<file path="config.mk">
export PLATFORM = sky130hd
export DESIGN_NAME = medl_back_flat
export DESIGN_NICKNAME = d
export VERILOG_FILES = /design/src/design/medl_pkg.sv /design/src/design/medl_if.sv /design/src/design/medl_back.sv /design/src/flat_wrapper.sv
export SDC_FILE = /design/constraint.sdc
export NUM_CORES = 1
export LEC_CHECK = 0
export BUFFER_PORTS_ARGS = -buffer_cell sky130_fd_sc_hd__buf_2
export CAP_MARGIN = 40
export CORE_MARGIN = 3
export CORE_UTILIZATION = 42
export CTS_CLUSTER_SIZE = 25
export DETAILED_ROUTE_END_ITERATION = 10
export GPL_TIMING_DRIVEN = 0
export PLACE_DENSITY = 0.71
export SYNTH_ARGS = -nofsm -noshare
export SYNTH_HDL_FRONTEND = slang
export SYNTH_SLANG_ARGS = --single-unit
</file>
<file path="constraint.sdc">
create_clock -name i_clk -period 5.27 [get_ports i_clk]
set_clock_uncertainty 0.15 [all_clocks]
set_input_delay 1.054 -clock i_clk [delete_from_list [all_inputs] [get_ports i_clk]]
set_output_delay 1.054 -clock i_clk [all_outputs]
set_load 0.01 [all_outputs]
</file>
<file path="src/design/medl_pkg.sv">
// shared types and constants of the median-edge-detector error labeler
// no dependencies
`timescale 1ns / 1ps

package medl_pkg;

    localparam int PIX_W     = 8;
    localparam int ERR_W     = 9;
    localparam int CODE_W    = 8;
    localparam int ALPHA_W   = 4;
    localparam int RW_W      = 13;
    localparam int CFG_IDX_W = 1;
    localparam int CFG_DAT_W = 13;

    localparam logic [CFG_IDX_W-1:0] CFG_ALPHA_BITS = 1'b0;
    localparam logic [CFG_IDX_W-1:0] CFG_ROW_WIDTH  = 1'b1;

    localparam logic [ALPHA_W-1:0] ALPHA_RST = 4'd3;
    localparam logic [ALPHA_W-1:0] ALPHA_MIN = 4'd1;
    localparam logic [ALPHA_W-1:0] ALPHA_MAX = 4'd8;
    localparam int                 ROW_RST   = 512;
    localparam int                 ROW_MIN   = 2;

    // pixel metadata carried with the line buffer read
    typedef struct packed {
        logic [PIX_W-1:0] x;
        logic             interior;
    } t_s1;

endpackage

</file>
<file path="src/design/medl_if.sv">


interface medl_lab_if;
    logic                                valid;
    logic                                ready;
    logic signed [medl_pkg::ERR_W-1:0]   labeled_value;
    logic                                label_bit;
    logic signed [medl_pkg::ERR_W-1:0]   pred_error;
    logic [medl_pkg::CODE_W-1:0]         error_code;

    modport source (output valid, labeled_value, label_bit, pred_error, error_code,
                    input ready);
    modport sink   (input valid, labeled_value, label_bit, pred_error, error_code,
                    output ready);
endinterface

</file>
<file path="src/design/medl_back.sv">
// median prediction stage and labeling stage with the result register
// depends on medl_pkg, medl_if
`timescale 1ns / 1ps

module medl_back (
    input  logic                          i_clk,
    input  logic                          i_rst_n,
    input  logic                          i_s1_valid,
    input  medl_pkg::t_s1                 i_s1,
    input  logic [medl_pkg::PIX_W-1:0]    i_upper,
    input  logic [medl_pkg::ALPHA_W-1:0]  i_alpha,
    output logic                          o_s1_ready,
    medl_lab_if.source                    o_lab
);

    localparam int PW = medl_pkg::PIX_W;
    localparam int EW = medl_pkg::ERR_W;
    localparam int KW = medl_pkg::CODE_W;
    localparam logic [medl_pkg::ALPHA_W-1:0] ALPHA_ONE = 4'd1;

    logic          r_s2_valid;
    logic          r_out_valid;
    logic [PW-1:0] r_left;
    logic [PW-1:0] r_upleft;
    logic [PW-1:0] r_s2_x;
    logic          r_s2_interior;
    logic [EW-1:0] r_s2_err;
    logic [EW-1:0] r_lab;
    logic          r_label;
    logic [EW-1:0] r_err;
    logic [KW-1:0] r_code;

    logic          en_out;
    logic          en_s2;

    logic [PW-1:0] lo, hi, v;
    logic [EW:0]   grad;
    logic [EW-1:0] n_err;

    logic [EW-1:0] half;
    logic [EW-1:0] mask9;
    logic [KW-1:0] mask;
    logic          in_rng;
    logic          lab_ok;
    logic [PW-1:0] p;
    logic [EW-1:0] n_lab;
    logic [EW-1:0] neg_err;
    logic [KW-1:0] n_code;

    assign en_out     = !r_out_valid || o_lab.ready;
    assign en_s2      = en_out || !r_s2_valid;
    assign o_s1_ready = en_s2;

    // median edge detector on left, upper and upper-left
    always_comb begin
        lo   = (r_left < i_upper) ? r_left : i_upper;
        hi   = (r_left < i_upper) ? i_upper : r_left;
        grad = (EW+1)'(r_left) + (EW+1)'(i_upper) - (EW+1)'(r_upleft);
        if (r_upleft <= lo) begin
            v = hi;
        end else if (r_upleft >= hi) begin
            v = lo;
        end else begin
            v = grad[PW-1:0];
        end
        n_err = {1'b0, i_s1.x} - {1'b0, v};
    end

    // range check, masked complement and error code
    always_comb begin
        half    = EW'(1) << (i_alpha - ALPHA_ONE);
        mask9   = (EW'(1) << i_alpha) - EW'(1);
        mask    = mask9[KW-1:0];
        in_rng  = ($signed(r_s2_err) >= -$signed(half))
               && ($signed(r_s2_err) <= $signed(half - EW'(1)));
        lab_ok  = r_s2_interior && in_rng;
        p       = (r_s2_x != '0) ? ~(r_s2_x - PW'(1)) : '0;
        n_lab   = {1'b0, p & ~mask} + r_s2_err;
        neg_err = EW'(0) - r_s2_err;
        n_code  = (r_s2_err[EW-1] ? r_s2_err[KW-1:0] : neg_err[KW-1:0]) & mask;
    end

    always_ff @(posedge i_clk) begin
        if (!i_rst_n) begin
            r_s2_valid  <= 1'b0;
            r_out_valid <= 1'b0;
            r_left      <= '0;
            r_upleft    <= '0;
        end else begin
            if (en_s2) begin
                r_s2_valid <= i_s1_valid;
                if (i_s1_valid) begin
                    r_left   <= i_s1.x;
                    r_upleft <= i_upper;
                end
            end
            if (en_out) begin
                r_out_valid <= r_s2_valid;
            end
        end
    end

    always_ff @(posedge i_clk) begin
        if (en_s2 && i_s1_valid) begin
            r_s2_x        <= i_s1.x;
            r_s2_interior <= i_s1.interior;
            r_s2_err      <= n_err;
        end
        if (en_out && r_s2_valid) begin
            r_lab   <= lab_ok ? n_lab : {1'b0, r_s2_x};
            r_label <= !lab_ok;
            r_err   <= r_s2_interior ? r_s2_err : '0;
            r_code  <= lab_ok ? n_code : '0;
        end
    end

    assign o_lab.valid         = r_out_valid;
    assign o_lab.labeled_value = $signed(r_lab);
    assign o_lab.label_bit     = r_label;
    assign o_lab.pred_error    = $signed(r_err);
    assign o_lab.error_code    = r_code;

endmodule

</file>
<file path="src/flat_wrapper.sv">
// flat-port wrapper written by rule: the top's interface ports become plain ports
module medl_back_flat 
  (i_clk, i_rst_n, i_s1_valid, i_s1, i_upper, i_alpha, o_s1_ready, o_lab_valid, o_lab_labeled_value, o_lab_label_bit, o_lab_pred_error, o_lab_error_code, o_lab_ready);
  medl_lab_if o_lab_i ();
  input  logic i_clk;
  input  logic i_rst_n;
  input  logic i_s1_valid;
  input  medl_pkg::t_s1 i_s1;
  input  logic [medl_pkg::PIX_W-1:0] i_upper;
  input  logic [medl_pkg::ALPHA_W-1:0] i_alpha;
  output logic o_s1_ready;
  output wire logic [$bits(o_lab_i.valid)-1:0] o_lab_valid;
  output wire logic [$bits(o_lab_i.labeled_value)-1:0] o_lab_labeled_value;
  output wire logic [$bits(o_lab_i.label_bit)-1:0] o_lab_label_bit;
  output wire logic [$bits(o_lab_i.pred_error)-1:0] o_lab_pred_error;
  output wire logic [$bits(o_lab_i.error_code)-1:0] o_lab_error_code;
  input wire logic [$bits(o_lab_i.ready)-1:0] o_lab_ready;
  assign o_lab_valid = o_lab_i.valid;
  assign o_lab_labeled_value = o_lab_i.labeled_value;
  assign o_lab_label_bit = o_lab_i.label_bit;
  assign o_lab_pred_error = o_lab_i.pred_error;
  assign o_lab_error_code = o_lab_i.error_code;
  assign o_lab_i.ready = o_lab_ready;
  medl_back u_core (.i_clk(i_clk), .i_rst_n(i_rst_n), .i_s1_valid(i_s1_valid), .i_s1(i_s1), .i_upper(i_upper), .i_alpha(i_alpha), .o_s1_ready(o_s1_ready), .o_lab(o_lab_i));
endmodule
</file>
# --- Word-level counts from Yosys, hierarchy flattened ---
# Index checks and enable logic that the tools add are counted.
totals:
  in_bits: 25
  word_cells: 51
  reg_bits: 63
  output_inout_bits: 29
classes:
  n_addsub: 10
  bitwise_logic: 4
  magnitude_cmp: 5
  muxes: 7
  reduce_logical: 11
  shifts: 2
ops:
  columns: ["op", "count"]
  rows:
  - ["$mux W8", 7]
  - ["$and A8 B8 Y8", 2]
  - ["$not A8 Y8", 2]
  - ["$add A8 B9 Y9", 1]
  - ["$ge A9 B9 Y1", 1]
  - ["$le A9 B9 Y1", 1]
  - ["$neg A9 Y9", 1]
  - ["$shl A1 B4 Y9 const A", 1]
  - ["$sub A8 B8 Y9", 1]
  - ["$sub A9 B1 Y9 const B", 1]
  - ["$add A8 B8 Y8", 1]
  - ["$ge A8 B8 Y1", 1]
  - ["$le A8 B8 Y1", 1]
  - ["$lt A8 B8 Y1", 1]
  - ["$reduce_bool A8 Y1", 1]
  - ["$shl A1 B4 Y8 const A", 1]
  - ["$sub A1 B8 Y8 const A", 1]
  - ["$sub A8 B1 Y8 const B", 1]
  - ["$sub A8 B2 Y8 const B", 1]
  - ["$sub A8 B8 Y8", 1]
  - ["$logic_and A1 B1 Y1", 4]
  - ["$sub A4 B1 Y4 const B", 1]
  - ["$logic_not A1 Y1", 3]
  - ["$logic_or A1 B1 Y1", 2]
  - ["$reduce_and A2 Y1", 1]

# --- Logic depth before layout (Yosys ltp) ---
depth:
  depth_word: 7
  ltp_mapped: 24

# --- Worst setup path after synthesis ---
# Ideal clock, no wire load.
synth_timing:
  path_type: "input -> register"
  from: "in i_upper[1] (netlist bit)"
  to: "reg u_core.r_s2_err[8], data pin"
  path_stages: 24
  required_time_ns: 4.953
  setup_ns: 0.167
  path_buffers: 2
  arrival_ns: 5.303
  setup_slack_ns: -0.350
  path_cell_list: "inv_1 > ha_1 > o21ai_0 > o21ai_0 > a21oi_2 > buf_2 > buf_2 > a21oi_1 > ha_1 > nand2_1 > nor2_1 > a211oi_1 > a211o_1 > a21o_1 > o221a_1 > ha_1 > inv_1 > fa_1 > a21o_1 > a21oi_1 > o21bai_1 > a21oi_1 > nor2_1 > a211oi_1"
synth_between:
  elab_chain_cells: 6
synth_rtl:
  columns: ["element", "line_no", "rtl"]
  rows:
  - ["start, declared", "flat_wrapper.sv:9", "input logic [medl_pkg::PIX_W-1:0] i_upper;"]
  - ["$lt A8 B8 Y1", "medl_back.sv:56, medl_back.sv:57", null]
  - ["$mux W8", "medl_back.sv:57", "hi = (r_left < i_upper) ? i_upper : r_left;"]
  - ["$ge A8 B8 Y1", "medl_back.sv:61", "end else if (r_upleft >= hi) begin"]
  - ["$mux W8", "medl_back.sv:61", null]
  - ["$mux W8 *", "medl_back.sv:59", "if (r_upleft <= lo) begin"]
  - ["$sub A8 B8 Y9 *", "medl_back.sv:66", "n_err = {1'b0, i_s1.x} - {1'b0, v};"]
  - ["via u_core.n_err[8]", "medl_back.sv:38", "logic [EW-1:0] n_err;"]
  - ["end signal, assigned", "medl_back.sv:107", "r_s2_err <= n_err;"]
  - ["end, declared", "medl_back.sv:27", "logic [EW-1:0] r_s2_err;"]
# Mark *: on every way through the listed nets, which the timed path passes. The rest lies on a longest branch.
# A chain may end at the register's enable or synchronous reset.

# --- Worst setup path in the final report ---
# Ends and elaborated chain as after synthesis.

==> metrics.txt <==
number of port buffers 52; Max-Cap Viols 0; failing checks negative setup slack; P_sw between 800 and 900 µW; clock sink count 63; Slew headroom 50.53%; cts bufs inserted 9; # setup viols final 1; clk root buf clkbuf_16; layout cell share with drive strength beyond 1 26.20%; H-tree levels 3; core box area 11,710 µm²; Final nets 763; CP peak stage delay 0.33 ns; Final Hold Fails 0; Power Density 351.0 nW/µm²; R2R depth 24; post-synthesis compound-gate area fraction 17.17%; capturing point of the worst reg2reg path u_core.r_s2_err[8]$_DFFE_PP_; CP Launch Type primary input; Die H approximately 120 µm; Reg2Reg Setup Slack ~0.35 ns; P&R area growth vs syn 28.04%; min Tclk post-route 5.274 ns; Via density 5.554; Routed WL per cell 16.59 µm; kind of critical path in -> reg; critical path arrival 5.27 ns; IO Count 54; post-synthesis adder-cell area fraction 20.42%; vias 4,482; post-synthesis register bit count 63; antenna violations before repair 0; vias in the first global route 4,423; Clk pwr share between 20% and 30%; yosys synthesis warning count 0; register area share after synthesis 33.09%; Post-synth EDFFs 45; die width 117.0 µm; Mapped Cells 566; post-synthesis xor/xnor area fraction under 10%; cts hold-fix bufs 0; fmax between 150 and 200 MHz; CTS Buffer Depth 2; DRC viols 0; critical path data required time 5.27 ns; CP max stage cell fa_2; setup slack at placement -1.018 ns; Post-synth ARST share 0%; Leakage around 0.0028 µW; status finished, violations left; sw frac 36.62%; fin. max-slew vios 0; crit share post-route 100.1%; die area 13,680 µm²; clock slew at reported path FFs around 0.050 ns; Max VDD drop 0.1603 mV; hold depth 2; first-pass GRT wire length 20,800 µm; Flop pwr share 31.5%; largest net degree at the start of global routing 21; hold path start u_core.r_upleft[0]$_SDFFE_PN0P_; crit end category flip-flop; setup tns final -0.003753 ns; Netlist Area Pre-Place 5172 µm²; GP Congestion between 0.8 and 0.9; post-synthesis cell type count 51; Post-Syn Area per Cell 9.139 µm²; worst skew pair latency about 0.34 ns; fillcell total 1,011; Starting Density 44.17%; Crit path top cell by count a21oi_2; TritonRoute pass-1 iters 5; final wirelength roughly 13,000 µm; hold path endpoint u_core.r_upleft[0]$_SDFFE_PN0P_; HP Class reg -> reg; reg2reg start u_core.r_left[1]$_SDFFE_PN0P_; worst setup path start i_upper[1]; Tightest Pin Transition 0.7420 ns; multiplexer share of the synthesized area 2.806%; total gr overflow 0; FP Rows 39; Post-DRT Antenna Nets 0; Internal Power 1473 µW; number of diodes 0; CTS tree done; Most used DFF post-synth edfxtp_1; initial drt markers 191; Synth Area in Simple Gates 16.09%; largest family of logic cells by synthesized area adder cells; total global-route track usage 19.77%; Worst Setup Slack, final -0.003753 ns; Crit Path Max Fanout 7; Post-Syn Nets 670; Comb pwr share 45.3%; DPL Wire Length 9754 µm
==> layout make-up <==
type                       instances  area, µm²  share of cell area, %
buffer                            12      75.07                  1.134
multi-input combinational        432       3568                  53.88
sequential                        63       1712                  25.85
clock buffer                      15      257.7                  3.892
timing repair buffer              82      581.8                  8.785
tap                              143      178.9                  2.702
clock inverter                     1      5.005                0.07557
inverter                          59      244.0                  3.684
==> power groups by stage <==
stage	clock, µW	combinational (µW)	sequential, µW
after floorplan	0	660	707
after global placement	0	827	738
after detailed placement	0	870	739
after CTS	548	965	731
after global routing	570	1170	739
final	538	1050	733
==> metrics by stage <==
| step | std cells | utilization [%] | area, µm² | power [µW] | hold slack (ns) |
|---|---|---|---|---|---|
| floorplan | 566 | - | 5209 | 1367 | 0.3109 |
| global placement | 761 | 48.23 | 5648 | 1564 | 0.3312 |
| detailed placement | 763 | 48.50 | 5680 | 1610 | 0.3463 |
| CTS | 795 | 53.64 | 6282 | 2244 | 0.3502 |
| global route | 807 | 56.55 | 6623 | 2482 | 0.3856 |
| finish | 807 | 56.55 | 6623 | 2325 | 0.3499 |
==> cell families after synthesis <==
family | count (synthesis)
compound gates | 135
xor+xnor | 30
fa+ha+maj | 79
buf+inv | 71
flops | 63
mux | 13
simple gates | 175
==> sequential cells by signal, summed over array words and instances, names as in the netlist <==
name,flops
u_core.r_upleft,8
u_core.o_lab.label_bit,1
u_core.r_s2_x,8
u_core.o_lab.pred_error,9
u_core.r_left,8
u_core.r_s2_valid,1
u_core.r_s2_interior,1
u_core.o_lab.valid,1
u_core.o_lab.error_code,8
u_core.r_s2_err,9
u_core.o_lab.labeled_value,9
==> cell usage in the layout (no fill, tap or decap), types with 9 or more instances in the layout <==
| cell | instances |
|---|---|
| edfxtp_1 | 45 |
| a21boi_0 | 18 |
| a21oi_1 | 26 |
| xor2_1 | 12 |
| buf_2 | 45 |
| nand2_1 | 55 |
| a21oi_2 | 9 |
| buf_4 | 28 |
| and2_1 | 12 |
| xnor2_1 | 18 |
| nor2_1 | 38 |
| inv_1 | 49 |
| ha_4 | 9 |
| clkbuf_16 | 9 |
| o21ai_0 | 16 |
| dfxtp_1 | 18 |
| ha_1 | 60 |
| clkbuf_1 | 12 |
| nor3_1 | 17 |
==> worst max path at each step <==
stage,slack (ns),cells past startpoint,to
floorplan,0.008,24,u_core.r_s2_err[8]$_DFFE_PP_
global placement,-0.91,24,u_core.r_s2_err[8]$_DFFE_PP_
detailed placement,-1.02,24,u_core.r_s2_err[8]$_DFFE_PP_
CTS,0.002,25,u_core.r_s2_err[8]$_DFFE_PP_
global route,-0.10,26,u_core.r_s2_err[8]$_DFFE_PP_
finish,-0.004,26,u_core.r_s2_err[8]$_DFFE_PP_
==> critical path: cells and delay by family <==
kind                       cells  cell delay [ns]
AOI/OAI and AO/OA             13             2.18
adders and majority gates      4             0.97
and+or+nand+nor                3             0.43
buffers and inverters          6             0.61
==> cell usage after synthesis (8+ instances only) <==
| library cell | n | area [µm²] |
|---|---|---|
| fa_1 | 9 | 180.2 |
| clkbuf_1 | 8 | 30.03 |
| and3_1 | 8 | 50.05 |
| nor2_1 | 44 | 165.2 |
| inv_1 | 57 | 214.0 |
| nor2b_1 | 10 | 62.56 |
| edfxtp_1 | 45 | 1351 |
| mux2_2 | 8 | 90.09 |
| xnor2_1 | 18 | 157.7 |
| a211oi_1 | 10 | 75.07 |
| a21oi_1 | 37 | 185.2 |
| nor3_1 | 19 | 95.09 |
| dfxtp_1 | 18 | 360.4 |
| a21o_1 | 9 | 67.56 |
| a21boi_0 | 19 | 142.6 |
| ha_1 | 70 | 875.8 |
| and2_1 | 12 | 75.07 |
| nand2_1 | 57 | 214.0 |
| o221ai_1 | 8 | 70.07 |
| xor2_1 | 12 | 105.1 |
| o21ai_0 | 24 | 120.1 |
==> repair_timing <==
item	in CTS	in global routing
setup buffers	15	12
hold endpoints to repair	0	0
pin swaps	26	32
endpoints found under the setup margin	5	4
gates cloned	1	0
resized for setup	49	57
==> routing by layer <==
layer | part of all wire [%] | vias up | GRT usage (%)
met5 | 0 | - | 0
met4 | 2.2 | 0 | 6.804
met3 | 4.7 | 24 | 4.319
met2 | 52 | 133 | 35.65
met1 | 41 | 2132 | 23.14
li1 | - | 2193 | -
(Power assumes the default switching activity.)
