`config.mk`:
```
export PLATFORM = sky130hd
export DESIGN_NAME = medl_front_flat
export DESIGN_NICKNAME = d
export VERILOG_FILES = /design/src/design/medl_pkg.sv /design/src/design/medl_if.sv /design/src/design/medl_front.sv /design/src/flat_wrapper.sv
export SDC_FILE = /design/constraint.sdc
export NUM_CORES = 1
export LEC_CHECK = 0
export BUFFER_PORTS_ARGS = -buffer_cell sky130_fd_sc_hd__buf_2
export CAP_MARGIN = 10
export CORE_MARGIN = 2
export CORE_UTILIZATION = 50
export DETAILED_ROUTE_END_ITERATION = 10
export PLACE_DENSITY_LB_ADDON = 0.25
export SLEW_MARGIN = 25
export SYNTH_ARGS = -nofsm -noshare
export SYNTH_HDL_FRONTEND = slang
export SYNTH_SLANG_ARGS = --single-unit
```
`constraint.sdc`:
```
create_clock -name i_clk -period 6.7 [get_ports i_clk]
set_clock_uncertainty 0.1 [all_clocks]
set_input_delay 0.67 -clock i_clk [delete_from_list [all_inputs] [get_ports i_clk]]
set_output_delay 0.67 -clock i_clk [all_outputs]
set_load 0.005 [all_outputs]
```
`src/design/medl_pkg.sv`:
```
// shared types and constants of the median-edge-detector error labeler
// no dependencies
`timescale 1ns / 1ps

package medl_pkg;

    localparam int PIX_W     = 8;
    localparam int ERR_W     = 9;
    localparam int CODE_W    = 8;
    localparam int ALPHA_W   = 4;
    localparam int RW_W      = 13;
    localparam int CFG_IDX_W = 1;
    localparam int CFG_DAT_W = 13;

    localparam logic [CFG_IDX_W-1:0] CFG_ALPHA_BITS = 1'b0;
    localparam logic [CFG_IDX_W-1:0] CFG_ROW_WIDTH  = 1'b1;

    localparam logic [ALPHA_W-1:0] ALPHA_RST = 4'd3;
    localparam logic [ALPHA_W-1:0] ALPHA_MIN = 4'd1;
    localparam logic [ALPHA_W-1:0] ALPHA_MAX = 4'd8;
    localparam int                 ROW_RST   = 512;
    localparam int                 ROW_MIN   = 2;

    // pixel metadata carried with the line buffer read
    typedef struct packed {
        logic [PIX_W-1:0] x;
        logic             interior;
    } t_s1;

endpackage

```
`src/design/medl_if.sv`:
```
// request channels of the labeler: pixel input and labeled result
// depends on medl_pkg
`timescale 1ns / 1ps

interface medl_pix_if;
    logic                         valid;
    logic                         ready;
    logic [medl_pkg::PIX_W-1:0]   pixel;
    logic                         frame_start;

    modport source (output valid, pixel, frame_start, input ready);
    modport sink   (input valid, pixel, frame_start, output ready);
endinterface


```
`src/design/medl_front.sv`:
```
// configuration registers, column tracking and line buffer access
// depends on medl_pkg, medl_if
`timescale 1ns / 1ps

module medl_front #(
    parameter int MAX_ROW_WIDTH = 4096
) (
    input  logic                                  i_clk,
    input  logic                                  i_rst_n,
    medl_pix_if.sink                              i_pix,
    input  logic                                  i_cfg_we,
    input  logic [medl_pkg::CFG_IDX_W-1:0]        i_cfg_index,
    input  logic [medl_pkg::CFG_DAT_W-1:0]        i_cfg_data,
    input  logic                                  i_s1_ready,
    output logic                                  o_s1_valid,
    output medl_pkg::t_s1                         o_s1,
    output logic [medl_pkg::ALPHA_W-1:0]          o_alpha,
    output logic                                  o_ram_en,
    output logic [$clog2(MAX_ROW_WIDTH)-1:0]      o_ram_addr,
    output logic [medl_pkg::PIX_W-1:0]            o_ram_wdata
);

    localparam int CW = $clog2(MAX_ROW_WIDTH);
    localparam int NW = CW + 1;
    localparam int LW = (medl_pkg::RW_W > NW) ? medl_pkg::RW_W : NW;
    localparam int W_RST = (medl_pkg::ROW_RST > MAX_ROW_WIDTH) ? MAX_ROW_WIDTH
                                                               : medl_pkg::ROW_RST;

    logic [medl_pkg::ALPHA_W-1:0] r_alpha, n_alpha;
    logic [NW-1:0]                r_width, n_width;
    logic [CW-1:0]                r_col, n_col;
    logic                         r_first, n_first;
    logic                         r_s1_valid;
    medl_pkg::t_s1                r_s1;

    logic                         accept;
    logic [CW-1:0]                col;
    logic                         first;
    logic [NW-1:0]                col_inc;
    logic [LW-1:0]                cfg_w;

    assign i_pix.ready = !r_s1_valid || i_s1_ready;
    assign accept      = i_pix.valid && i_pix.ready;

    // config values are stored already clamped
    assign cfg_w = LW'(i_cfg_data);

    always_comb begin
        n_alpha = r_alpha;
        n_width = r_width;
        if (i_cfg_we) begin
            unique case (i_cfg_index)
                medl_pkg::CFG_ALPHA_BITS: begin
                    if (i_cfg_data[medl_pkg::ALPHA_W-1:0] < medl_pkg::ALPHA_MIN) begin
                        n_alpha = medl_pkg::ALPHA_MIN;
                    end else if (i_cfg_data[medl_pkg::ALPHA_W-1:0] > medl_pkg::ALPHA_MAX) begin
                        n_alpha = medl_pkg::ALPHA_MAX;
                    end else begin
                        n_alpha = i_cfg_data[medl_pkg::ALPHA_W-1:0];
                    end
                end
                medl_pkg::CFG_ROW_WIDTH: begin
                    if (cfg_w < LW'(medl_pkg::ROW_MIN)) begin
                        n_width = NW'(medl_pkg::ROW_MIN);
                    end else if (cfg_w > LW'(MAX_ROW_WIDTH)) begin
                        n_width = NW'(MAX_ROW_WIDTH);
                    end else begin
                        n_width = cfg_w[NW-1:0];
                    end
                end
                default: begin
                    n_alpha = r_alpha;
                end
            endcase
        end
    end

    // column position of the current pixel
    assign col     = i_pix.frame_start ? '0 : r_col;
    assign first   = i_pix.frame_start || r_first;
    assign col_inc = {1'b0, col} + NW'(1);

    always_comb begin
        n_col   = r_col;
        n_first = r_first;
        if (accept) begin
            if (col_inc >= r_width) begin
                n_col   = '0;
                n_first = 1'b0;
            end else begin
                n_col   = col_inc[CW-1:0];
                n_first = first;
            end
        end
    end

    always_ff @(posedge i_clk) begin
        if (!i_rst_n) begin
            r_alpha    <= medl_pkg::ALPHA_RST;
            r_width    <= NW'(W_RST);
            r_col      <= '0;
            r_first    <= 1'b1;
            r_s1_valid <= 1'b0;
        end else begin
            r_alpha <= n_alpha;
            r_width <= n_width;
            r_col   <= n_col;
            r_first <= n_first;
            if (i_pix.ready) begin
                r_s1_valid <= accept;
            end
        end
    end

    always_ff @(posedge i_clk) begin
        if (accept) begin
            r_s1.x        <= i_pix.pixel;
            r_s1.interior <= (col != '0) && !first;
        end
    end

    // read the upper pixel and replace it with the current one
    assign o_ram_en    = accept;
    assign o_ram_addr  = col;
    assign o_ram_wdata = i_pix.pixel;

    assign o_s1_valid = r_s1_valid;
    assign o_s1       = r_s1;
    assign o_alpha    = r_alpha;

endmodule

```
`src/flat_wrapper.sv`:
```
// flat-port wrapper written by rule: the top's interface ports become plain ports
module medl_front_flat 
#(
    parameter int MAX_ROW_WIDTH = 4096
)
  (i_clk, i_rst_n, i_cfg_we, i_cfg_index, i_cfg_data, i_s1_ready, o_s1_valid, o_s1, o_alpha, o_ram_en, o_ram_addr, o_ram_wdata, i_pix_valid, i_pix_pixel, i_pix_frame_start, i_pix_ready);
  medl_pix_if i_pix_i ();
  input  logic i_clk;
  input  logic i_rst_n;
  input  logic i_cfg_we;
  input  logic [medl_pkg::CFG_IDX_W-1:0] i_cfg_index;
  input  logic [medl_pkg::CFG_DAT_W-1:0] i_cfg_data;
  input  logic i_s1_ready;
  output logic o_s1_valid;
  output medl_pkg::t_s1 o_s1;
  output logic [medl_pkg::ALPHA_W-1:0] o_alpha;
  output logic o_ram_en;
  output logic [$clog2(MAX_ROW_WIDTH)-1:0] o_ram_addr;
  output logic [medl_pkg::PIX_W-1:0] o_ram_wdata;
  input wire logic [$bits(i_pix_i.valid)-1:0] i_pix_valid;
  input wire logic [$bits(i_pix_i.pixel)-1:0] i_pix_pixel;
  input wire logic [$bits(i_pix_i.frame_start)-1:0] i_pix_frame_start;
  output wire logic [$bits(i_pix_i.ready)-1:0] i_pix_ready;
  assign i_pix_i.valid = i_pix_valid;
  assign i_pix_i.pixel = i_pix_pixel;
  assign i_pix_i.frame_start = i_pix_frame_start;
  assign i_pix_ready = i_pix_i.ready;
  medl_front #(.MAX_ROW_WIDTH(MAX_ROW_WIDTH)) u_core (.i_clk(i_clk), .i_rst_n(i_rst_n), .i_pix(i_pix_i), .i_cfg_we(i_cfg_we), .i_cfg_index(i_cfg_index), .i_cfg_data(i_cfg_data), .i_s1_ready(i_s1_ready), .o_s1_valid(o_s1_valid), .o_s1(o_s1), .o_alpha(o_alpha), .o_ram_en(o_ram_en), .o_ram_addr(o_ram_addr), .o_ram_wdata(o_ram_wdata));
endmodule
```
# After elaboration in Yosys (flattened, before gate mapping)

Index checks and enable logic that the tools add are counted.
Widths: inputs -> output; s select.

Bits in registers: 40
Input port bits: 28
Output and inout port bits: 36
Logic and storage cells: 30

Add/sub/neg operators: 1
Order comparisons: 5
Mux-type cells: 7
Bitwise gates (word level): 1
Reductions and logical operators: 9

Operator list:

| cell                  | count |
|---|---|
| $mux 13               | 2 |
| $mux 12               | 2 |
| $add 12x1->13 const B | 1 |
| $ge 13x13->1          | 1 |
| $gt 13x13->1 const B  | 1 |
| $lt 13x2->1 const B   | 1 |
| $reduce_bool 12->1    | 1 |
| $mux 4                | 2 |
| $gt 4x4->1 const B    | 1 |
| $lt 4x1->1 const B    | 1 |
| $reduce_and 2->1      | 2 |
| $logic_and 1x1->1     | 2 |
| $logic_not 1->1       | 2 |
| $logic_or 1x1->1      | 2 |
| $mux 1                | 1 |
| $not 1->1             | 1 |

# Logic depth before layout (Yosys ltp)

Gate-level depths: netlist of the first run.

Depth after elaboration: 4
Depth in mapped cells: 14
Depth with buffers taken out: 12

# Least setup slack after synthesis of the first run

Ideal clock, no wire load.

Path type: input port to flip-flop
From: input i_pix_frame_start
To: register u_core.r_col[0]
Setup time: 0.117 ns
Arrival: 3.050 ns
Data required time: 6.483 ns
Setup slack: 3.433 ns
Stages: 14
Buffers on the path: 2
Path through: buf_2 -> nor2b_1 -> ha_1 -> nand4_1 -> nor3_1 -> nand3_1 -> xnor2_1 -> ha_1 -> nand2_1 -> nor2_1 -> o2111ai_1 -> and3_1 -> buf_4 -> a22o_1

Longest elaborated chain between the ends: 4

Ends and longest elaborated chain:

| element              | line               | text |
|---|---|---|
| from (decl)          | flat_wrapper.sv:22 | `input wire logic [$bits(i_pix_i.frame_start)-1:0] i_pix_frame_start;` |
| $mux 12 (*)          | medl_front.sv:79   | `assign col = i_pix.frame_start ? '0 : r_col;` |
| net o_ram_addr[0]    | flat_wrapper.sv:18 | `output logic [$clog2(MAX_ROW_WIDTH)-1:0] o_ram_addr;` |
| $add 12x1->13 (*)    | medl_front.sv:81   | `assign col_inc = {1'b0, col} + NW'(1);` |
| $ge 13x13->1         | medl_front.sv:87   | `if (col_inc >= r_width) begin` |
| $mux 12 (*)          | medl_front.sv:87   |  |
| to (signal assigned) | medl_front.sv:107  | `r_col <= n_col;` |
| to (decl)            | medl_front.sv:31   | `logic [CW-1:0] r_col, n_col;` |

The timed path passes the listed nets; every way through them passes the cells marked *.
A chain may end at the register's enable or synchronous reset.

# Worst setup path after layout of the first run

From: input i_pix_frame_start
To: register u_core.r_col[8]

Longest elaborated chain between the ends: 4

Ends and longest elaborated chain:

| element           | line |
|---|---|
| $mux 12 (*)       | medl_front.sv:79 |
| $add 12x1->13 (*) | medl_front.sv:81 |
| $ge 13x13->1      | medl_front.sv:87 |
| $mux 12 (*)       | medl_front.sv:87 |

Every way passes the cells marked *; elsewhere a longest branch is shown, timed or not.

==> metrics.yaml, run 1 <==
floorplanning:
  core_um2: 4030
  die_y_um: 69.1
  initial_utilization_pct: 52.6
  die_x_um: 69.1
  rows: 23
  ios: 64
  die_area_um2: 4780
timing:
  rsz0062_at_grt: "no"
  hold_violations: 0
  finalSetupTns_ps: 0
  tightest_slew_ps: 546
  final-setup-viol-count: 0
  fin_crit_sh_pct: 52.2
  relSlewSlack_pct: 63.2
  fin_crit_ps: 3500
  maxSlewViolCount: 0
  max_freq_mhz: 286
cts:
  postCtsHoldBufs: 0
  clkLatencyLatePin_ps: 290
  cts_tree: "yes"
  htreeDepth: 2
  clk_pin_slew_ps: 80
  clk_root_buffer_cell: "clkbuf_8"
  numCtsBuffers: 5
  ctsResizeCount: 0
  clockBufferDepth: 2
  clkSinkCount: 40
  post_cts_buffers: 0
logic_synthesis:
  synth_edf_count: 9
  async_reset_ff_share_pct: 0
  ys.flop_type: "dfxtp_1"
  synth_common_cells: "dfxtp_1 (31), inv_1 (18), nor2b_1 (17)"
  synth_area_leaders: "dfxtp_1 (29%), edfxtp_1 (13%), ha_1 (8.9%)"
  synth.top_cell.area_share_pct: 29.3
  yosys.area.top_type: "dfxtp_1"
  synth_area_per_cell_um2: 9.86
  synth_warnings: 0
  mappedNetlistArea_um2: 2120
  synthCells: 215
  yosysSeqAreaShare_pct: 42.0
  ys_types: 47
  ys_ff_latch: 40
  syn-num-nets: 258
  yosysMostFrequentCell: "dfxtp_1"
grt:
  grt_pass1_wl_mm: 7.52
  antenna_found_initial: 0
  first_global_vias: 1663
  grt_usage_pct: 19.5
  grt_max_degree: 24
  overflow: 0
final_layout:
  design_area_um2: 2510
  n_antenna_cell: 0
  drive_gt1_share_pct: 32.6
  nFillCells: 366
  syn_to_final_growth_pct: 18.2
  nets: 312
  fin_util_pct: 62.2
hold_path:
  hold_class: "register to register"
detailed_routing:
  wl_per_cell_um: 14.1
  route.met2.wl_mm: 2.21
  wl_mm: 4.52
  antenna_left: 0
  top_layer: "met4"
  firstDrtPassIters: 4
  via_count: 1729
  dr_wl_met3_um: 244
  drtIter0Drc: 74
  viasPerCell: 5.40
  drcViolationCount: 0
  wl_met1_mm: 2.04
power:
  p_switching_uw: 117
  seq_power_share_pct: 51.2
  powerDensity_nw_per_um2: 202
  pwr-share-clk_pct: 38.2
  combPwrFrac_pct: 10.6
  ir_worst_vdd_mv: 0.136
  cellLeakagePower_nw: 1.20
  internal_power_uw: 389
  p_sw_share_pct: 23.1
run_status:
  status: "complete, no violations"
worst_setup_path:
  crit_buf_inv: 1
  arrival_ps: 3630
  cp_max_fo: 16
  start_kind: "input port"
  critPathKind: "input port to register"
  cp-end-kind: "register"
  critPathTopFamily: "simple AND/OR/NAND/NOR gates"
  slowest_stage: "and3_1"
  worstPathCellList: "buf_2 -> nor2b_1 -> ha_1 -> nand4_1 -> nor3_1 -> nand3_1 -> xnor2_1 -> ha_1 -> a21oi_1 -> o2111ai_1 -> a21oi_1 -> and3_1 -> a22o_1"
  slowest_delay_ps: 490
  critPathRequiredTime_ps: 6830
placement:
  port_buffers: 63
  place_area_um2: 2390
  place_congestion: 0.930
  hpwl_mm: 3.52
flow_run:
  max_cap_violations: 0
cells in the final DEF, fill, tap and decap left out, types with 2 or more instances in the layout:
cell,synthesis,routed
buf_2,1,63
dfxtp_1,31,31
inv_1,18,18
nor2b_1,17,17
ha_1,15,15
nand2_1,12,12
a21oi_1,11,11
a22o_1,11,11
a32o_2,9,9
edfxtp_1,9,9
and3_1,5,5
xnor2_1,5,5
nor2_1,5,5
clkbuf_8,0,5
xor2_1,4,4
nor3_1,4,4
nand3_1,4,4
nand2b_1,3,3
nand4_1,3,3
nor4_1,3,3
o21ai_0,2,2
o2111ai_1,2,2
o211ai_1,2,2
and2_1,2,2
a31oi_1,2,2
a21boi_0,2,2
worst register-to-register path, delay by kind of cell (launching register included):
| kind | cells | cell delay (ps) |
|---|---|---|
| simple gates | 5 | 1280 |
| compound gates | 4 | 730 |
| fa+ha+maj | 2 | 540 |
| flops | 1 | 350 |
| xor+xnor | 1 | 210 |
power by group through the flow:
| stage | combinational (mW) | sequential, mW | clock (mW) |
|---|---|---|---|
| 3_5_place_dp | 0.0537 | 0.265 | 0 |
| 4_1_cts | 0.0541 | 0.259 | 0.197 |
| 2_1_floorplan | 0.0325 | 0.265 | 0 |
| 5_1_grt | 0.0607 | 0.260 | 0.207 |
| 3_3_place_gp | 0.0523 | 0.265 | 0 |
| 6_report | 0.0537 | 0.259 | 0.194 |
registers in the layout, indices dropped and copies added (netlist names):
register / flops
u_core.r_width: 13
u_core.o_alpha: 4
u_core.o_s1_valid: 1
u_core.o_s1: 9
u_core.r_col: 12
u_core.r_first: 1
stage by stage:
stage	hold slack (ps)	worst slack [ps]	cells	power, mW
global placement	356	3080	312	0.317
global route	392	2940	320	0.527
CTS	377	3250	320	0.510
floorplan	341	3430	215	0.297
detailed placement	358	2960	312	0.319
finish	372	3200	320	0.507
logic make-up after synthesis:
| family | after synthesis | share of synthesized area [%] |
|---|---|---|
| XOR/XNOR | 10 | 4.49 |
| AO/OA/AOI/OAI | 49 | 18.2 |
| AND/OR/NAND/NOR | 66 | 18.2 |
| buffers and inverters | 35 | 8.20 |
| adder cells (fa/ha/maj) | 15 | 8.85 |
| flip-flops | 40 | 42.0 |
per-layer routing:
metal	vias up	GRT usage (%)
met5	-	0
met4	0	6.54
met3	4	5.26
met2	49	32.6
met1	805	24.4
li1	871	-
final cells by class:
cell class	instances	area, µm²	share of cell area [%]
clock buffers	5	68.8	2.75
flip-flops and latches	40	891	35.5
inverters	19	71.3	2.85
well taps	50	62.6	2.50
repair buffers	63	315	12.6
multi-input cells	140	1050	42.1
clock inverters	3	42.5	1.70
final timing paths:
check / endpoint / slack, ps / cells after the start / startpoint
hold / removal: u_core.r_width[5] / 370 / 1 / u_core.r_width[5]
setup / recovery: u_core.r_col[8] / 3200 / 13 / i_pix_frame_start
hold reg to reg: u_core.r_width[5] / 370 / 1 / u_core.r_width[5]
setup reg to reg: u_core.r_col[8] / 3430 / 12 / u_core.r_col[0]
Power figures use the tool's default switching activity.
==> inputs of run 2 (changes only) <==
--- a/config.mk
+++ b/config.mk
@@ -5,6 +5,7 @@
 export SDC_FILE = /design/constraint.sdc
 export NUM_CORES = 1
 export LEC_CHECK = 0
+export ABC_AREA = 1
 export BUFFER_PORTS_ARGS = -buffer_cell sky130_fd_sc_hd__buf_2
 export CAP_MARGIN = 10
 export CORE_MARGIN = 2
==> constraint.sdc (replaced) <==
create_clock -name i_clk -period 3.6 [get_ports i_clk]
set_clock_uncertainty 0.1 [all_clocks]
set_input_delay 0.36 -clock i_clk [delete_from_list [all_inputs] [get_ports i_clk]]
set_output_delay 0.36 -clock i_clk [all_outputs]
set_load 0.005 [all_outputs]
==> run 2 against run 1 <==
Net effect:
- global-route usage grew 2.3 points
- utilization is 0.099 points lower
- sequential share of layout area down 3.3 points
- critical endpoint is now u_core.r_col[9]
- highest routed layer unchanged
==> metrics.yaml, run 2 <==
worst_setup_path:
  critPathKind: "register to register"
  cp_max_fo: 13
  cp-end-kind: "register"
  r2r-start: "u_core.r_col[0]"
  arrival_ps: 3020
  r2r_cells: 17
  r2r-end: "u_core.r_col[9]"
  critPathRequiredTime_ps: 3720
  r2r_setup_slack_ps: 700
  start_kind: "register"
grt:
  first_global_vias: 2137
  grt_max_degree: 28
  grt_usage_pct: 21.9
  grt_pass1_wl_mm: 9.16
  antenna_found_initial: 0
  overflow: 0
logic_synthesis:
  ys.flop_type: "dfxtp_1"
  synth_edf_count: 9
  syn-num-nets: 364
  synth_warnings: 0
  ys_ff_latch: 40
  synth-simple-area-share_pct: 30.8
  synthMuxAreaShare_pct: 0
  synthAdderAreaFrac_pct: 7.97
  synth_area_leaders: "dfxtp_1 (26%), nand2_1 (15%), edfxtp_1 (11%)"
  synth_area_per_cell_um2: 7.33
  synth_top_family_by_area: "simple AND/OR/NAND/NOR gates"
  async_reset_ff_share_pct: 0
  yosys.area.top_type: "dfxtp_1"
  mappedNetlistArea_um2: 2350
  synth_common_cells: "nand2_1 (91), inv_1 (40), dfxtp_1 (31)"
  synth.top_cell.area_share_pct: 26.4
  synthCells: 321
  synthXorXnorAreaFrac_pct: 2.13
  ys_types: 33
  yosysSeqAreaShare_pct: 37.9
  synth_compound_area_share_pct: 9.09
  yosysMostFrequentCell: "nand2_1"
cts:
  clk_root_buffer_cell: "clkbuf_8"
  numCtsBuffers: 5
  cts_tree: "yes"
  htreeDepth: 2
  clk_pin_slew_ps: 80
  clkLatencyLatePin_ps: 300
  ctsResizeCount: 0
  clockBufferDepth: 2
  post_cts_buffers: 0
  clkSinkCount: 40
  postCtsHoldBufs: 0
hold_path:
  hold_class: "input port to register"
  holdPathStages: 1
  hp-start: "i_pix_pixel[1]"
  hold-path-endpoint: "u_core.o_s1[2]"
detailed_routing:
  firstDrtPassIters: 4
  drtIter0Drc: 162
  drcViolationCount: 0
  antenna_left: 0
  viasPerCell: 5.08
  wl_mm: 5.30
  via_count: 2186
  wl_per_cell_um: 12.3
floorplanning:
  ios: 64
  initial_utilization_pct: 53.0
  rows: 24
  die_y_um: 72.6
  die_x_um: 72.6
  core_um2: 4440
  die_area_um2: 5270
placement:
  place_congestion: 0.869
  place_ws_ps: 484
  place_area_um2: 2640
  port_buffers: 63
  hpwl_mm: 4.08
  dp_cells: 422
power:
  internal_power_uw: 728
  ir_worst_vdd_mv: 0.249
  seq_power_share_pct: 49.8
  p_switching_uw: 242
  cellLeakagePower_nw: 1.31
  p_sw_share_pct: 24.9
  combPwrFrac_pct: 11.6
  powerDensity_nw_per_um2: 351
  pwr-share-clk_pct: 38.6
final_layout:
  nets: 420
  drive_gt1_share_pct: 26.5
  design_area_um2: 2760
  largest_reg_flops: 13
  mostFrequentLayoutCells: "nand2_1 (91), buf_2 (63), inv_1 (40)"
  final_common_cell: "nand2_1"
  syn_to_final_growth_pct: 17.3
  n_antenna_cell: 0
  largest-register: "u_core.r_width"
  nFillCells: 412
  instances_no_fill: 430
timing:
  relSlewSlack_pct: 45.0
  holdWs_ps: 140
  tightest_slew_ps: 820
  rsz0062_at_grt: "no"
  maxSlewViolCount: 0
  final-setup-viol-count: 0
  hold_violations: 0
  finalSetupTns_ps: 0
  max_freq_mhz: 344
  fin_crit_ps: 2900
  fin_crit_sh_pct: 80.7
  setup_ws_ps: 696
flow_run:
  max_cap_violations: 0
run_status:
  status: "complete, no violations"
==> run 2: cell type report <==
cell class              instances  area (µm²)  area share (%)
repair buffers                 64         323            11.7
well taps                      52        65.1            2.36
flip-flops and latches         40         891            32.3
clock buffers                   5        68.8            2.49
multi-input cells             216        1180            42.7
inverters                      50         188            6.80
clock inverters                 3        47.5            1.72
==> run 2: routing by layer <==
metal	GRT usage (%)	share of wire, %	vias to the layer above	wire, µm
met3	3.87	5.1	10	268
li1	-	-	1123	-
met1	27.5	45	990	2390
met4	6.79	1.7	0	91
met2	38.1	48	63	2550
met5	0	0	-	0
==> run 2: logic make-up after synthesis <==
group / after synthesis
AO/OA/AOI/OAI: 38
AND/OR/NAND/NOR: 159
flip-flops: 40
XOR/XNOR: 4
buffers and inverters: 65
adder cells (fa/ha/maj): 15
==> run 2: through the flow <==
step | util [%] | total power, mW
3_5_place_dp | 59.5 | 0.606
5_1_grt | 62.1 | 1.01
4_1_cts | 62.1 | 0.979
6_report | 62.1 | 0.970
3_3_place_gp | 59.5 | 0.603
2_1_floorplan | - | 0.565
==> run 2: worst max-delay path by stage <==
| stage | from | end | slack, ps | depth (start not counted) |
|---|---|---|---|---|
| after floorplan | i_pix_frame_start | u_core.r_col[11] | 920 | 20 |
| after global placement | i_pix_frame_start | u_core.r_col[9] | 640 | 19 |
| after detailed placement | i_pix_frame_start | u_core.r_col[9] | 480 | 19 |
| after CTS | u_core.r_col[0] | u_core.r_col[9] | 690 | 17 |
| after global routing | u_core.r_col[0] | u_core.r_col[10] | 370 | 17 |
| final | u_core.r_col[0] | u_core.r_col[9] | 700 | 17 |
==> run 2: power by group through the flow <==
stage	sequential [mW]	clock (mW)	combinational [mW]
3_5_place_dp	0.494	0	0.113
5_1_grt	0.485	0.401	0.129
3_3_place_gp	0.493	0	0.110
6_report	0.483	0.374	0.113
4_1_cts	0.483	0.383	0.114
2_1_floorplan	0.494	0	0.0704
==> run 2: worst max-delay path, stage by stage, from the launching register on <==
cell and delay [ps]:
dfxtp_1 350, nand2_1 100, inv_1 110, ha_1 240, nand3_4 110, nor2_4 140
nand2_1 80, nor3_1 160, ha_1 270, nand2_1 110, inv_2 40, nand2_1 50
nand3_1 70, nor2_1 100, nand2_1 70, nor2_2 420, nand2_1 140, a21oi_2 140
==> inputs of run 3 (changes only) <==
==> constraint.sdc (replaced) <==
create_clock -name i_clk -period 2.9 [get_ports i_clk]
set_clock_uncertainty 0.1 [all_clocks]
set_input_delay 0.29 -clock i_clk [delete_from_list [all_inputs] [get_ports i_clk]]
set_output_delay 0.29 -clock i_clk [all_outputs]
set_load 0.005 [all_outputs]
==> run 3 against run 2 <==
Net effect:
- maximum frequency rose by 11%
- sequential power rose by 24%
- non-clock buffer count rose by 3
- count of clock-buffer cells in the layout did not move
- sequential cell count did not move
- cell area rose by 0.77%
- register-to-register slack got worse by 420 ps
- die area did not move
- combinational power rose by 27%
- routed wire length fell by 0.13%
- utilization rose by 0.48 points
- critical path type unchanged
- highest routed layer unchanged
==> metrics.yaml, run 3 (synthesis gave the netlist of run 2 again) <==
placement:
  place_ws_ps: 115
  port_buffers: 63
  hpwl_mm: 4.29
  place_congestion: 0.912
flow_run:
  max_cap_violations: 0
cts:
  clk_pin_slew_ps: 80
  clkLatencyLatePin_ps: 290
  cts_tree: "yes"
  post_cts_buffers: 0
  numCtsBuffers: 5
  postCtsHoldBufs: 0
  clockBufferDepth: 2
  clkSinkCount: 40
  htreeDepth: 2
  ctsResizeCount: 0
  clk_root_buffer_cell: "clkbuf_8"
grt:
  grt_max_degree: 16
  antenna_found_initial: 0
  grt_usage_pct: 21.4
  grt_pass1_wl_mm: 8.85
  overflow: 0
  first_global_vias: 2027
floorplanning:
  ios: 64
  initial_utilization_pct: 53.0
  core_um2: 4440
  die_x_um: 72.6
  rows: 24
  die_area_um2: 5270
  die_y_um: 72.6
timing:
  hold_violations: 0
  fin_crit_sh_pct: 90.6
  finalSetupTns_ps: 0
  rsz0062_at_grt: "no"
  setup_ws_ps: 273
  tightest_slew_ps: 413
  maxSlewViolCount: 0
  max_freq_mhz: 381
  fin_crit_ps: 2630
  relSlewSlack_pct: 72.3
  final-setup-viol-count: 0
worst_setup_path:
  cp_common_cell: "nand2_1"
  critPathTopFamily: "simple AND/OR/NAND/NOR gates"
  cp-end-kind: "register"
  slowest_stage: "dfxtp_1"
  start_kind: "register"
  worstPathCellList: "nand2_1 -> inv_1 -> ha_1 -> nand3_4 -> nor2_4 -> nand2_1 -> nor3_1 -> ha_1 -> nand2_1 -> inv_2 -> nand2_1 -> nand3_1 -> nor2_1 -> nand2_1 -> nor2_2 -> buf_4 -> nand2_1 -> a21oi_1"
  arrival_ps: 2740
  crit_buf_inv: 3
  critPathKind: "register to register"
  cp_max_fo: 7
  critPathRequiredTime_ps: 3010
  slowest_delay_ps: 350
detailed_routing:
  antenna_left: 0
  via_count: 2177
  drtIter0Drc: 130
  drcViolationCount: 0
  wl_per_cell_um: 12.2
  viasPerCell: 5.03
  wl_mm: 5.30
  firstDrtPassIters: 4
final_layout:
  final_common_cell: "nand2_1"
  n_antenna_cell: 0
  syn_to_final_growth_pct: 18.2
  seqCellArea_um2: 891
  mostFrequentLayoutCells: "nand2_1 (91), buf_2 (63), inv_1 (40)"
  drive_gt1_share_pct: 27.0
  largest_reg_flops: 13
  nets: 423
  multi_input_area_um2: 1180
  nFillCells: 421
  largest-register: "u_core.r_width"
run_status:
  status: "complete, no violations"
power:
  ir_worst_vdd_mv: 0.321
  cellLeakagePower_nw: 1.32
  powerDensity_nw_per_um2: 433
hold_path:
  hold_class: "input port to register"
-- run 3: cell count changes in the layout (fill, tap and decap cells not counted) --
| cell | delta |
|---|---|
| inv_6 | +1 |
| clkinv_4 | -2 |
| clkinvlp_4 | +1 |
| buf_4 | +3 |
-- run 3: routing by layer --
layer	track usage, %	part of all wire [%]
met1	26.6	45
met2	36.6	49
met3	4.28	4.9
met4	7.82	1.5
met5	0	0
-- run 3: where the power goes --
group / total (mW) / internal, mW / switching (mW)
Sequential: 0.600 / 0.591 / 0.00895
Combinational: 0.144 / 0.0581 / 0.0856
Clock: 0.460 / 0.259 / 0.201
Total: 1.20 / 0.908 / 0.295
-- run 3: cell type report --
| class | count | share of cell area, % |
|---|---|---|
| clock buffer | 5 | 2.47 |
| clock inverter | 3 | 1.66 |
| inverter | 50 | 6.75 |
| multi-input combinational | 216 | 42.3 |
| sequential | 40 | 32.0 |
| tap | 52 | 2.34 |
| timing repair buffer | 67 | 12.4 |
-- run 3: through the flow --
step | util (%) | std cells | power [mW] | hold WS, ps | area (µm²)
after floorplan | - | 321 | 0.701 | 259 | 2350
after global placement | 60.0 | 425 | 0.753 | 352 | 2670
after detailed placement | 60.0 | 425 | 0.757 | 357 | 2670
after CTS | 62.6 | 433 | 1.22 | 71.6 | 2780
after global routing | 62.6 | 433 | 1.27 | 65.7 | 2780
final | 62.6 | 433 | 1.20 | 80.9 | 2780
-- run 3: worst paths after layout --
kind                                         from                end  slack, ps  depth (start not counted)
worst max-delay path              u_core.r_col[0]   u_core.r_col[10]        270                         18
worst min register to register  u_core.r_width[4]  u_core.r_width[4]        370                          2
worst min-delay path               i_pix_pixel[4]     u_core.o_s1[5]         80                          1
worst max register to register    u_core.r_col[0]   u_core.r_col[10]        270                         18
-- run 3: worst register-to-register path, cell delays in order, from the launching register on --
cell and delay, ps:
dfxtp_1 350, nand2_1 100, inv_1 110, ha_1 230, nand3_4 110, nor2_4 140
nand2_1 80, nor3_1 140, ha_1 270, nand2_1 110, inv_2 40, nand2_1 50
nand3_1 70, nor2_1 110, nand2_1 70, nor2_2 120, buf_4 160, nand2_1 50
a21oi_1 130
